===== src/hw/rtl/dvh_ram.sv =====
// Generic single-write, single-read RAM with registered read data.
module dvh_ram #(
    parameter int  WIDTH      = 64,
    parameter int  DEPTH      = 64,
    localparam int ADDR_WIDTH = (DEPTH > 1) ? $clog2(DEPTH) : 1
) (
    input  logic                  i_clk,
    input  logic                  i_we,
    input  logic [ADDR_WIDTH-1:0] i_waddr,
    input  logic [WIDTH-1:0]      i_wdata,
    input  logic [ADDR_WIDTH-1:0] i_raddr,
    output logic [WIDTH-1:0]      o_rdata
);
    logic [WIDTH-1:0] r_mem [DEPTH];
    logic [WIDTH-1:0] r_rdata;

    always_ff @(posedge i_clk) begin
        if (i_we) begin
            r_mem[i_waddr] <= i_wdata;
        end
        r_rdata <= r_mem[i_raddr];
    end

    assign o_rdata = r_rdata;
endmodule


===== config.mk =====
export PLATFORM = sky130hd
export DESIGN_NAME = dvh_ram
export DESIGN_NICKNAME = d
export VERILOG_FILES = /design/src/hw/rtl/dvh_ram.sv
export SDC_FILE = /design/constraint.sdc
export NUM_CORES = 2
export LEC_CHECK = 0
export BUFFER_PORTS_ARGS = -buffer_cell sky130_fd_sc_hd__buf_2
export CAP_MARGIN = 20
export CORE_MARGIN = 2
export CORE_UTILIZATION = 40
export DETAILED_ROUTE_END_ITERATION = 7
export GPL_TIMING_DRIVEN = 0
export MAX_ROUTING_LAYER = met4
export PLACE_DENSITY = 0.63
export SYNTH_ARGS = -nofsm -noshare
export SYNTH_HDL_FRONTEND = slang
export SYNTH_SLANG_ARGS = --single-unit

===== constraint.sdc =====
create_clock -name i_clk -period 14.3 [get_ports i_clk]
set_input_delay 0.715 -clock i_clk [delete_from_list [all_inputs] [get_ports i_clk]]
set_output_delay 0.715 -clock i_clk [all_outputs]
set_load 0.01 [all_outputs]

==> impl_metrics.py <==
metrics = {
    "yosys": {
        "yosysWarnings": 0,
        "synth_cells": 6598,
        "yosysUniqueCellTypes": 33,
        "ys.flop_type": "edfxtp_1",
        "synth_fp_nets": 6676,
        "synth_seq_cells": 4160,
        "syn_area_um2": 156000,
        "ys_seq_area_share_pct": 79.5,
        "syn-mean-instance-area_um2": 23.7,
        "async_flop_share_pct": 0,
        "synth_edf_count": 4096,
    },
    "pwr": {
        "ir_drop_mv": 0.0992,
        "power.density_nw_per_um2": 139,
        "power.leakage_uw": 0.0568,
        "p_total_uw": 25400,
    },
    "clock_network": {
        "cts_root_buf": "clkbuf_16",
        "cts_max_path_buffers": 4,
        "clk_latency_ns": 0.97,
        "cts_sinks": 4160,
        "cts_resized": 0,
        "cts.clk_slew.worst_paths_ns": 0.06,
        "cts_tree": "built",
        "postCtsHoldBufs": 0,
        "h-tree-depth": 5,
        "cts_buffers": 406,
        "postCtsSetupBuffers": 0,
    },
    "finish": {
        "syn_to_final_growth_pct": 16.7,
        "drive_above_1_share_pct": 30.0,
        "multi_input_area_um2": 30700,
        "seqCellArea_um2": 124000,
        "fin_nets": 7492,
        "fill_cells": 31348,
        "stdcell_area_um2": 182000,
        "utilization_pct": 46.9,
    },
    "sta": {
        "period_share_pct": 28.7,
        "max_clock_freq_mhz": 244,
        "setup_viol": 0,
        "finalCriticalPeriod_ns": 4.10,
        "slew_viol_final": 0,
        "hold_viol": 0,
        "worstMarginPinSlew_ns": 1.29,
        "max_slew_margin_pct": 14.0,
        "fin_tns_setup_ns": 0,
        "skew_ns": 0.0480,
        "rsz0062_at_grt": "no",
    },
    "routing": {
        "ant_nets": 0,
        "num_vias": 75993,
        "drt_wl_total_um": 430000,
        "drt_pass1_iterations": 8,
        "routedWlPerCell_um": 33.1,
        "drc": 0,
        "vias_per_cell": 5.85,
        "drt_iter0_drc": 10858,
    },
    "die": {
        "die_area_um2": 396000,
        "ios": 142,
        "start_util_pct": 40.2,
        "die_h_um": 629,
        "num_rows": 229,
        "fp.dieW_um": 629,
        "coreArea_um2": 389000,
    },
    "placed_design": {
        "place_hpwl_um": 289000,
        "portBuffers": 133,
        "placed_cell_area_um2": 169000,
        "globalplace.congestion": 0.842,
    },
    "critical_path": {
        "cpLargestDelayFamily": "buffers and inverters",
        "cp_common_cell": "buf_2",
        "cp-end-kind": "register",
        "critPathKind": "in -> reg",
        "path_depth": 9,
        "crit_chain": "buf_2, buf_4, buf_2, buf_2, buf_4, mux2i_1, o22ai_1, a31oi_1, a211oi_1",
        "cp_max_fo": 10,
        "cp_slowest_cell": "a211oi_1",
        "crit_buf_inv": 5,
        "reg2reg_depth": 5,
        "arrival_ns": 4.87,
        "critPathLaunchType": "input port",
        "cp.required_ns": 15.06,
        "cpPeakStageDelay_ns": 0.95,
    },
    "grt": {
        "grt_use_total_pct": 22.0,
        "grt_overflow_total": 0,
        "grtUsageMet2_pct": 34.6,
        "grt_use_met1_pct": 28.7,
        "grt_use_met3_pct": 4.02,
        "grt_pass1_vias": 76042,
        "antenna_found_initial": 57,
        "grt_pass1_wl_um": 595000,
        "top_usage_layer": "met2",
        "grt_max_degree": 65,
    },
    "run": {
        "maxCapViolCount": 0,
    },
    "hold_path": {
        "hold_depth": 1,
        "hp-class": "in -> reg",
    },
    "status": {
        "status": "completed",
    },
}
## cell type report
| class | instances | share of cell area [%] |
|---|---|---|
| clock inverter | 246 | 1.25 |
| tap | 5197 | 3.57 |
| multi-input combinational | 2049 | 16.8 |
| clock buffer | 505 | 5.87 |
| antenna | 34 | 0.0466 |
| buffer | 370 | 0.976 |
| timing repair buffer | 408 | 3.28 |
| sequential | 4160 | 68.1 |
| inverter | 19 | 0.0391 |
## sequential cells by signal, indices dropped and copies added (netlist names)
signal and flops:
r_mem 4096, o_rdata 64
## cells in the mapped netlist, drive strengths merged, types with 29 or more instances
master,count,share of area (%)
nand3,45,0.14
and3,64,0.26
or3,29,0.12
nand2,58,0.14
edfxtp,4096,79
dfxtp,64,0.82
o221ai,38,0.21
clkbuf,140,0.34
a211oi,63,0.30
a22o,88,0.49
buf,230,0.80
mux2i,135,0.86
o22ai,83,0.33
nor2,112,0.27
a22oi,168,0.81
mux4,1024,15
## through the flow
step / std cells / hold slack, ns / setup WS, ns
after floorplan: 6598 / 0.788 / 8.15
after global placement: 11928 / 0.850 / 0.912
after detailed placement: 12165 / 0.852 / 9.36
after CTS: 12916 / 0.117 / 10.40
after global routing: 12982 / 0.0414 / 10.36
final: 12988 / 0.0760 / 10.20
## power breakdown
group          internal, uW  switching [uW]  total [uW]
Clock                  5900            4570       10500
Sequential            13500            26.1       13500
Combinational           474             896        1370
## cell families (layout without fill, tap and decap cells)
logic type | count (synthesis) | after routing | synth area share [%]
DFF | 4160 | 4160 | 79.5
buffers and inverters | 389 | 1548 | 1.18
other | 0 | 34 | 0
and+or+nand+nor | 386 | 386 | 1.24
muxes | 1159 | 1159 | 15.6
AOI/OAI and AO/OA | 504 | 504 | 2.48
## final timing paths
path | startpoint | to | slack [ns]
setup reg to reg | r_mem[49][6] | o_rdata[6] | 11.53
hold / removal | i_wdata[4] | r_mem[53][4] | 0.08
setup / recovery | i_raddr[2] | o_rdata[6] | 10.20
hold reg to reg | r_mem[61][46] | o_rdata[46] | 0.86
## cell usage in the layout (no fill, tap or decap), drive strengths merged, types with 2 or more instances in the layout
cell type / instances
buf: 638
mux2i: 135
inv: 38
or2: 28
a31oi: 18
clkinv: 180
a22o: 88
mux4: 1024
a41oi: 26
diode: 34
nand2: 58
bufinv: 31
nor3: 2
nor2: 112
a22oi: 168
nand3b: 2
dfxtp: 64
o221ai: 38
o22ai: 83
nand4: 2
a211oi: 63
nand2b: 11
clkinvlp: 16
and2: 3
a2bb2oi: 19
edfxtp: 4096
clkbuf: 645
nand3: 45
and3: 64
nor2b: 28
or3: 29
## metal layers
| metal | wire length [um] | vias to the layer above |
|---|---|---|
| met2 | 208000 | 4127 |
| met5 | 0 | - |
| li1 | - | 30210 |
| met4 | 18200 | 0 |
| met3 | 39800 | 707 |
| met1 | 164000 | 40949 |
Note: power is estimated with default switching activity, not from simulation.
